[config.mk]
export PLATFORM = sky130hd
export DESIGN_NAME = sre_ctrl
export DESIGN_NICKNAME = d
export VERILOG_FILES = /design/src/sv/sre_pkg.sv /design/src/sv/sre_ctrl.sv
export SDC_FILE = /design/constraint.sdc
export NUM_CORES = 1
export LEC_CHECK = 0
export BUFFER_PORTS_ARGS = -buffer_cell sky130_fd_sc_hd__buf_2
export CELL_PAD_IN_SITES_DETAIL_PLACEMENT = 1
export CELL_PAD_IN_SITES_GLOBAL_PLACEMENT = 1
export CORE_MARGIN = 5
export CORE_UTILIZATION = 35
export CTS_CLUSTER_SIZE = 20
export DETAILED_ROUTE_END_ITERATION = 6
export PLACE_DENSITY = 0.82
export SYNTH_ARGS = -nofsm -noshare
export SYNTH_HDL_FRONTEND = slang
export SYNTH_SLANG_ARGS = --single-unit
[constraint.sdc]
create_clock -name i_clk -period 2.93 [get_ports i_clk]
set_input_delay 0.293 -clock i_clk [delete_from_list [all_inputs] [get_ports i_clk]]
set_output_delay 0.293 -clock i_clk [all_outputs]
set_load 0.05 [all_outputs]
[src/sv/sre_pkg.sv]
`timescale 1ns / 1ps
package sre_pkg;

    // Sample format and fixed field widths
    localparam int SAMPLE_BITS      = 24;
    localparam int DEF_MAX_FRAMES   = 16384;
    localparam int DEF_MAX_CHANNELS = 2;
    localparam int FRAME_W          = 15;
    localparam int CHAN_W           = 2;
    localparam int WALK_W           = 17;
    localparam int TARGET_W         = 23;
    localparam int PROD_W           = 47;
    localparam int SUM_W            = 38;
    localparam int MEAN_W           = 25;
    localparam int DIV_DW           = 48;
    localparam int DIV_VW           = 24;
    localparam int CFG_W            = 15;

    // -96 dB below full scale at 24 bits, rounded up
    localparam logic [SAMPLE_BITS-1:0] QUIET_LIMIT = SAMPLE_BITS'(133);

    localparam logic [SAMPLE_BITS-1:0] SMAX = {1'b0, {(SAMPLE_BITS-1){1'b1}}};
    localparam logic [SAMPLE_BITS-1:0] SMIN = {1'b1, {(SAMPLE_BITS-1){1'b0}}};

    // Configuration register indexes
    localparam logic CFG_CHANNEL_COUNT = 1'b0;
    localparam logic CFG_FRAME_COUNT   = 1'b1;

    typedef enum logic [2:0] {
        MODE_WRITE    = 3'd0,
        MODE_READ     = 3'd1,
        MODE_SILENCE  = 3'd2,
        MODE_FADE_IN  = 3'd3,
        MODE_FADE_OUT = 3'd4,
        MODE_NORM     = 3'd5,
        MODE_DC       = 3'd6
    } t_mode;

    typedef enum logic [1:0] {
        ST_DONE  = 2'd0,
        ST_EMPTY = 2'd1,
        ST_QUIET = 2'd2,
        ST_RANGE = 2'd3
    } t_status;

    typedef enum logic [1:0] {
        WALK_REGION = 2'd0,
        WALK_CHAN   = 2'd1,
        WALK_ALL    = 2'd2
    } t_walk;

    typedef enum logic [1:0] {
        WR_ACCESS = 2'd0,
        WR_ZERO   = 2'd1,
        WR_QUOT   = 2'd2,
        WR_DC     = 2'd3
    } t_wsel;

    typedef enum logic [4:0] {
        S_IDLE,
        S_DECODE,
        S_ACC_RD,
        S_CLR,
        S_F_RD,
        S_F_MUL,
        S_F_DSTART,
        S_F_DWAIT,
        S_F_WR,
        S_P_RD,
        S_P_CMP,
        S_P_CHK,
        S_DC_INIT,
        S_DC_SRD,
        S_DC_SUM,
        S_DC_DSTART,
        S_DC_DWAIT,
        S_DC_RD,
        S_DC_WR,
        S_DC_NEXT
    } t_state;

    typedef struct packed {
        logic    load;
        logic    acc;
        logic    rd;
        logic    wr;
        t_wsel   wsel;
        logic    walk_init;
        t_walk   walk_sel;
        logic    walk_next;
        logic    peak_clr;
        logic    peak_upd;
        logic    sum_clr;
        logic    sum_upd;
        logic    mul;
        logic    div_start;
        logic    div_sum;
        logic    mean_ld;
        logic    ch_clr;
        logic    ch_next;
        logic    res_ld;
        logic    res_read;
        t_status res_code;
    } t_dp_cmd;

    typedef struct packed {
        logic [2:0] mode;
        logic       oob;
        logic       empty;
        logic       quiet;
        logic       last;
        logic       div_done;
        logic       ch_last;
        logic       out_free;
    } t_dp_stat;

endpackage

[src/sv/sre_ctrl.sv]
`timescale 1ns / 1ps
module sre_ctrl
    import sre_pkg::*;
(
    input  logic     i_clk,
    input  logic     i_rst_n,
    input  logic     i_in_valid,
    output logic     o_in_ready,
    input  t_dp_stat i_stat,
    output t_dp_cmd  o_cmd
);

    t_state r_state;
    t_state n_state;
    logic   in_ready;

    assign in_ready   = (r_state == S_IDLE) && i_stat.out_free;
    assign o_in_ready = in_ready;

    always_ff @(posedge i_clk) begin
        if (!i_rst_n) begin
            r_state <= S_IDLE;
        end else begin
            r_state <= n_state;
        end
    end

    // Next state
    always_comb begin
        n_state = r_state;
        unique case (r_state)
            S_IDLE: begin
                if (i_in_valid && in_ready) begin
                    n_state = S_DECODE;
                end
            end
            S_DECODE: begin
                unique case (i_stat.mode)
                    MODE_WRITE: n_state = S_IDLE;
                    MODE_READ:  n_state = i_stat.oob ? S_IDLE : S_ACC_RD;
                    MODE_SILENCE: n_state = i_stat.empty ? S_IDLE : S_CLR;
                    MODE_FADE_IN, MODE_FADE_OUT: n_state = i_stat.empty ? S_IDLE : S_F_RD;
                    MODE_NORM:  n_state = i_stat.empty ? S_IDLE : S_P_RD;
                    MODE_DC:    n_state = i_stat.empty ? S_IDLE : S_DC_INIT;
                    default:    n_state = S_IDLE;
                endcase
            end
            S_ACC_RD:    n_state = S_IDLE;
            S_CLR:       n_state = i_stat.last ? S_IDLE : S_CLR;
            S_F_RD:      n_state = S_F_MUL;
            S_F_MUL:     n_state = S_F_DSTART;
            S_F_DSTART:  n_state = S_F_DWAIT;
            S_F_DWAIT:   n_state = i_stat.div_done ? S_F_WR : S_F_DWAIT;
            S_F_WR:      n_state = i_stat.last ? S_IDLE : S_F_RD;
            S_P_RD:      n_state = S_P_CMP;
            S_P_CMP:     n_state = i_stat.last ? S_P_CHK : S_P_RD;
            S_P_CHK:     n_state = i_stat.quiet ? S_IDLE : S_F_RD;
            S_DC_INIT:   n_state = S_DC_SRD;
            S_DC_SRD:    n_state = S_DC_SUM;
            S_DC_SUM:    n_state = i_stat.last ? S_DC_DSTART : S_DC_SRD;
            S_DC_DSTART: n_state = S_DC_DWAIT;
            S_DC_DWAIT:  n_state = i_stat.div_done ? S_DC_RD : S_DC_DWAIT;
            S_DC_RD:     n_state = S_DC_WR;
            S_DC_WR: begin
                if (i_stat.last) begin
                    n_state = i_stat.ch_last ? S_IDLE : S_DC_NEXT;
                end else begin
                    n_state = S_DC_RD;
                end
            end
            S_DC_NEXT:   n_state = S_DC_INIT;
            default:     n_state = S_IDLE;
        endcase
    end

    // Datapath commands
    always_comb begin
        o_cmd = '0;
        unique case (r_state)
            S_IDLE: begin
                o_cmd.load = i_in_valid && in_ready;
            end
            S_DECODE: begin
                unique case (i_stat.mode)
                    MODE_WRITE: begin
                        o_cmd.res_ld = 1'b1;
                        if (i_stat.oob) begin
                            o_cmd.res_code = ST_RANGE;
                        end else begin
                            o_cmd.acc      = 1'b1;
                            o_cmd.wr       = 1'b1;
                            o_cmd.wsel     = WR_ACCESS;
                            o_cmd.res_code = ST_DONE;
                        end
                    end
                    MODE_READ: begin
                        if (i_stat.oob) begin
                            o_cmd.res_ld   = 1'b1;
                            o_cmd.res_code = ST_RANGE;
                        end else begin
                            o_cmd.acc = 1'b1;
                            o_cmd.rd  = 1'b1;
                        end
                    end
                    MODE_SILENCE, MODE_FADE_IN, MODE_FADE_OUT, MODE_NORM, MODE_DC: begin
                        if (i_stat.empty) begin
                            o_cmd.res_ld   = 1'b1;
                            o_cmd.res_code = ST_EMPTY;
                        end else begin
                            o_cmd.walk_init = 1'b1;
                            o_cmd.walk_sel  = WALK_REGION;
                            o_cmd.peak_clr  = 1'b1;
                            o_cmd.ch_clr    = 1'b1;
                        end
                    end
                    default: begin
                        o_cmd.res_ld   = 1'b1;
                        o_cmd.res_code = ST_RANGE;
                    end
                endcase
            end
            S_ACC_RD: begin
                o_cmd.res_ld   = 1'b1;
                o_cmd.res_read = 1'b1;
                o_cmd.res_code = ST_DONE;
            end
            S_CLR: begin
                o_cmd.wr        = 1'b1;
                o_cmd.wsel      = WR_ZERO;
                o_cmd.walk_next = 1'b1;
                o_cmd.res_ld    = i_stat.last;
                o_cmd.res_code  = ST_DONE;
            end
            S_F_RD: begin
                o_cmd.rd = 1'b1;
            end
            S_F_MUL: begin
                o_cmd.mul = 1'b1;
            end
            S_F_DSTART: begin
                o_cmd.div_start = 1'b1;
            end
            S_F_DWAIT: begin
                o_cmd.wsel = WR_QUOT;
            end
            S_F_WR: begin
                o_cmd.wr        = 1'b1;
                o_cmd.wsel      = WR_QUOT;
                o_cmd.walk_next = 1'b1;
                o_cmd.res_ld    = i_stat.last;
                o_cmd.res_code  = ST_DONE;
            end
            S_P_RD: begin
                o_cmd.rd = 1'b1;
            end
            S_P_CMP: begin
                o_cmd.peak_upd  = 1'b1;
                o_cmd.walk_next = 1'b1;
            end
            S_P_CHK: begin
                if (i_stat.quiet) begin
                    o_cmd.res_ld   = 1'b1;
                    o_cmd.res_code = ST_QUIET;
                end else begin
                    o_cmd.walk_init = 1'b1;
                    o_cmd.walk_sel  = WALK_ALL;
                end
            end
            S_DC_INIT: begin
                o_cmd.walk_init = 1'b1;
                o_cmd.walk_sel  = WALK_CHAN;
                o_cmd.sum_clr   = 1'b1;
            end
            S_DC_SRD: begin
                o_cmd.rd = 1'b1;
            end
            S_DC_SUM: begin
                o_cmd.sum_upd   = 1'b1;
                o_cmd.walk_next = 1'b1;
            end
            S_DC_DSTART: begin
                o_cmd.div_start = 1'b1;
                o_cmd.div_sum   = 1'b1;
            end
            S_DC_DWAIT: begin
                o_cmd.div_sum = 1'b1;
                if (i_stat.div_done) begin
                    o_cmd.mean_ld   = 1'b1;
                    o_cmd.walk_init = 1'b1;
                    o_cmd.walk_sel  = WALK_CHAN;
                end
            end
            S_DC_RD: begin
                o_cmd.rd = 1'b1;
            end
            S_DC_WR: begin
                o_cmd.wr        = 1'b1;
                o_cmd.wsel      = WR_DC;
                o_cmd.walk_next = 1'b1;
                o_cmd.res_ld    = i_stat.last && i_stat.ch_last;
                o_cmd.res_code  = ST_DONE;
            end
            S_DC_NEXT: begin
                o_cmd.ch_next = 1'b1;
            end
            default: begin
                o_cmd.load = 1'b0;
            end
        endcase
    end

endmodule

Word level (Yosys, flattened, before mapping):

Cells that the tools add are included.

* flip-flop bits (word level): 5
* input port bits: 13
* output and inout bits: 25

* equal/unequal tests: 26
* muxes and demuxes: 57
* reduce and logical (&&, ||, !) cells: 15

Operators by type and width (count)
* 5-bit one-hot mux with 19 select lines: 1
* 5-bit by 4-bit equality test with 1-bit output (second input constant): 8
* 3-bit 2-to-1 mux: 9
* 1-bit 2-to-1 mux: 23
* 5-bit by 3-bit equality test with 1-bit output (second input constant): 4
* 5-bit equality test (second input constant): 4
* 4-bit one-hot mux with 5 select lines: 1
* 2-bit 2-to-1 mux: 8
* 5-bit 2-to-1 mux: 3
* 4-bit 2-to-1 mux: 3
* 3-bit one-hot mux with 4 select lines: 1
* 2-bit OR reduction: 6
* 5-bit by 2-bit equality test with 1-bit output (second input constant): 2
* 5-bit OR reduction: 2
* 3-bit equality test (second input constant): 3
* 1-bit one-hot mux with 2 select lines: 4
* 2-bit one-hot mux with 2 select lines: 2
* 2-bit one-hot mux with 4 select lines: 1
* 3-bit by 2-bit equality test with 1-bit output (second input constant): 2
* 5-bit by 1-bit equality test with 1-bit output (second input constant): 1
* 5-bit logical NOT: 1
* 1-bit one-hot mux with 5 select lines: 1
* 4-bit OR reduction: 1
* 3-bit by 1-bit equality test with 1-bit output (second input constant): 1
* other kinds (4): 6

Longest topological paths before layout:

* depth after elaboration: 5
* depth in mapped cells: 6
* mapped depth without buffers: 6

Worst setup path before layout:

No wires, ideal clock.

* kind: register -> output
* from: register r_state[2]
* to: output o_cmd[17] (netlist name)
* arrival time: 3125 ps
* data required time: 2637 ps
* slack: -488 ps
* stages on the path, launching flop included: 7
* path buffers: 1
* cell sequence: dfxtp_1 buf_2 nand2_1 nor4_1 nor2_1 inv_1 or3_1

RTL lines
* start, declared: line sre_ctrl.sv:13 `t_state r_state;`
* start signal, assigned: line sre_ctrl.sv:24 `r_state <= n_state;`
* end, declared: line sre_ctrl.sv:10 `output t_dp_cmd o_cmd`

==> metrics.cfg <==
[global_route]
track_usage = 0.183
grt_pass1_vias = 1336
overflow = 0
antenna_found_initial = 0
grt_max_degree = 21
grt_pass1_wl_um = 6170

[hold_path]
hp-start = i_stat[9]
min_path_type = input pin to flop

[sta]
slew_viol_final = 0
fin_crit_ps = 2550
fin_skew_ps = 4.54
hold_viol = 0
fin_hold_ws_ps = 406
worst_slew_pin_slew_ps = 716
setup_violations = 0
fin_ws_ps = 378
fmax_ghz = 0.392
min_period_over_period = 0.871
grt_setup_unrepaired = false
slew_headroom = 0.522
finalSetupTns_ps = 0

[worst_setup_path]
critPathLaunch = r_state[0]$_SDFFE_PN0P_
cpPeakStageDelay_ps = 680
crit_chain = nand2b_2 -> or4_4 -> o311ai_1 -> buf_2
rr_startpoint = r_state[0]$_SDFFE_PN0P_
cp_data_arrival_time_ps = 2260
start_kind = flop
worst_path_dominant_cell_family = simple AND/OR/NAND/NOR gates
crit_slowest_cell = dfxtp_1
cp.required_ps = 2640
crit_type = flop to primary output
crit_buf_inv = 1
end_kind = primary output
path_max_fanout = 16

[synth]
synth_mux_area_frac = 0.0114
synth_flop_cell = dfxtp_1
synth_commonest_cells = nor2_1 (16), o21ai_0 (13), nand2_1 (8), nor2b_1 (8)
synth_area_um2 = 986
synth_simple_gate_area_frac = 0.485
synth-edff-count = 0
yosysWarnings = 0
synth.avg_cell_area_um2 = 6.62
ys_ff_latch = 5
synthCells = 149
synth.distinct_cells = 49
yosys.area_share.adder = 0.0127
synth_top_family_by_area = simple AND/OR/NAND/NOR gates
synth_top_cell_area_share = 0.102
yosysSeqAreaShare = 0.102
yosys.area_share.xor_xnor = 0
synth_compound_area_frac = 0.291
yosysTopAreaCell = dfxtp_1
synth-async-reset-ratio = 0
yosys-top-cells-area = dfxtp_1 (10%), o21ai_0 (6.6%), nor2_1 (6.1%)
synthesis.nets = 163
synth_most_common_cell = nor2_1

[floorplanning]
start_util = 0.361
dieArea_um2 = 3980
die_h_um = 63.1
ioPinCount = 38
die_w_um = 63.1
rows = 19
coreArea_um2 = 2730

[layout]
n_antenna_cell = 0
multi_input_area_um2 = 795
reg_top3 = r_state x5
fin_util = 0.439
regArea_um2 = 100
top_register = r_state
final_area_um2 = 1200
area_growth_syn_to_layout_pct = 21.8
fin_nets = 197
final_cells = 213
fill_cells = 368
largest_reg_flops = 5
layout-drive-gt1-share = 0.291

[clock_network]
cts-root-buf = clkbuf_4
postCtsSetupBuffers = 0
cts_made_buffers = 3
cts_tree = yes
cts_buffer_depth = 2
numClockSinks = 5
cts_hold_buf = 0
ctsHtreeMaxLevel = 1
insertion_delay_ps = 240
cts.clk_slew.worst_paths_ps = 50
cts_resized = 0

[drt]
wl_per_cell_um = 16.8
routed_wl_um = 3580
postRouteAntennaNets = 0
vias_per_cell = 6.00
vias = 1279
drc = 0
drtIter0Drc = 111
firstDrtPassIters = 4

[pwr]
ir_drop_mv = 0.130
p_per_area_nw_per_um2 = 217
total_power_mw = 0.261
leakagePower_nw = 0.537

[placement]
io_buffers = 37
dp.cells = 209
gp_congestion = 0.821
hpwl_um = 2780
place_ws_ps = 669
place_area_um2 = 1170

[run_status]
outcome = completed

[flow_run]
drv_cap = 0

-- per-layer routing --
layer | vias up | routed length (um) | track usage | share of wire
li1 | 621 | - | - | -
met1 | 622 | 1630 | 0.250 | 0.46
met2 | 36 | 1800 | 0.309 | 0.50
met3 | 0 | 150 | 0.0142 | 0.042
met4 | 0 | 0 | 0.0477 | 0
met5 | - | 0 | 0 | 0
-- worst min-delay path, delay by kind of cell --
kind | cells | cell delay [ps]
compound gates | 2 | 160
buf+inv | 1 | 130
-- path summary, 6_finish.rpt --
path / end / slack [ps] / depth (start not counted)
setup / recovery: o_cmd[3] / 380 / 4
hold / removal: r_state[3]$_SDFFE_PN0P_ / 410 / 3
setup reg to reg: r_state[2]$_SDFFE_PN0P_ / 1020 / 5
hold reg to reg: r_state[2]$_SDFFE_PN0P_ / 770 / 2
-- cells by family (layout without fill, tap and decap cells) --
logic type,Yosys count,count (layout)
multiplexers,1,1
buffers and inverters,19,52
flip-flops,5,5
AO/OA/AOI/OAI,44,44
adder cells (fa/ha/maj),1,1
AND/OR/NAND/NOR,79,79
-- cell type report --
class | count | share of cell area
Timing Repair Buffer | 41 | 0.179
Inverter | 7 | 0.0219
Sequential cell | 5 | 0.0833
Tap cell | 31 | 0.0323
Multi-Input combinational cell | 125 | 0.661
Clock buffer | 4 | 0.0219
-- report_power, final --
part,switching [mW],leakage [nW],internal (mW)
clock,0.0302,0.0150,0.0516
sequential,0.00634,0.0405,0.0696
combinational,0.0681,0.481,0.0348
total,0.105,0.537,0.156
-- cell usage in the layout (no fill, tap or decap), drive strengths merged, types with 3 or more instances in the layout --
cell type and count:
a21o 3, a21oi 7, a31oi 7, buf 41, clkbuf 4, dfxtp 5
inv 7, nand2 8, nand2b 8, nand3 5, nand3b 5, nor2 16
nor2b 8, nor3 8, nor3b 6, o21ai 13
Note: power is estimated with default switching activity, not from simulation.
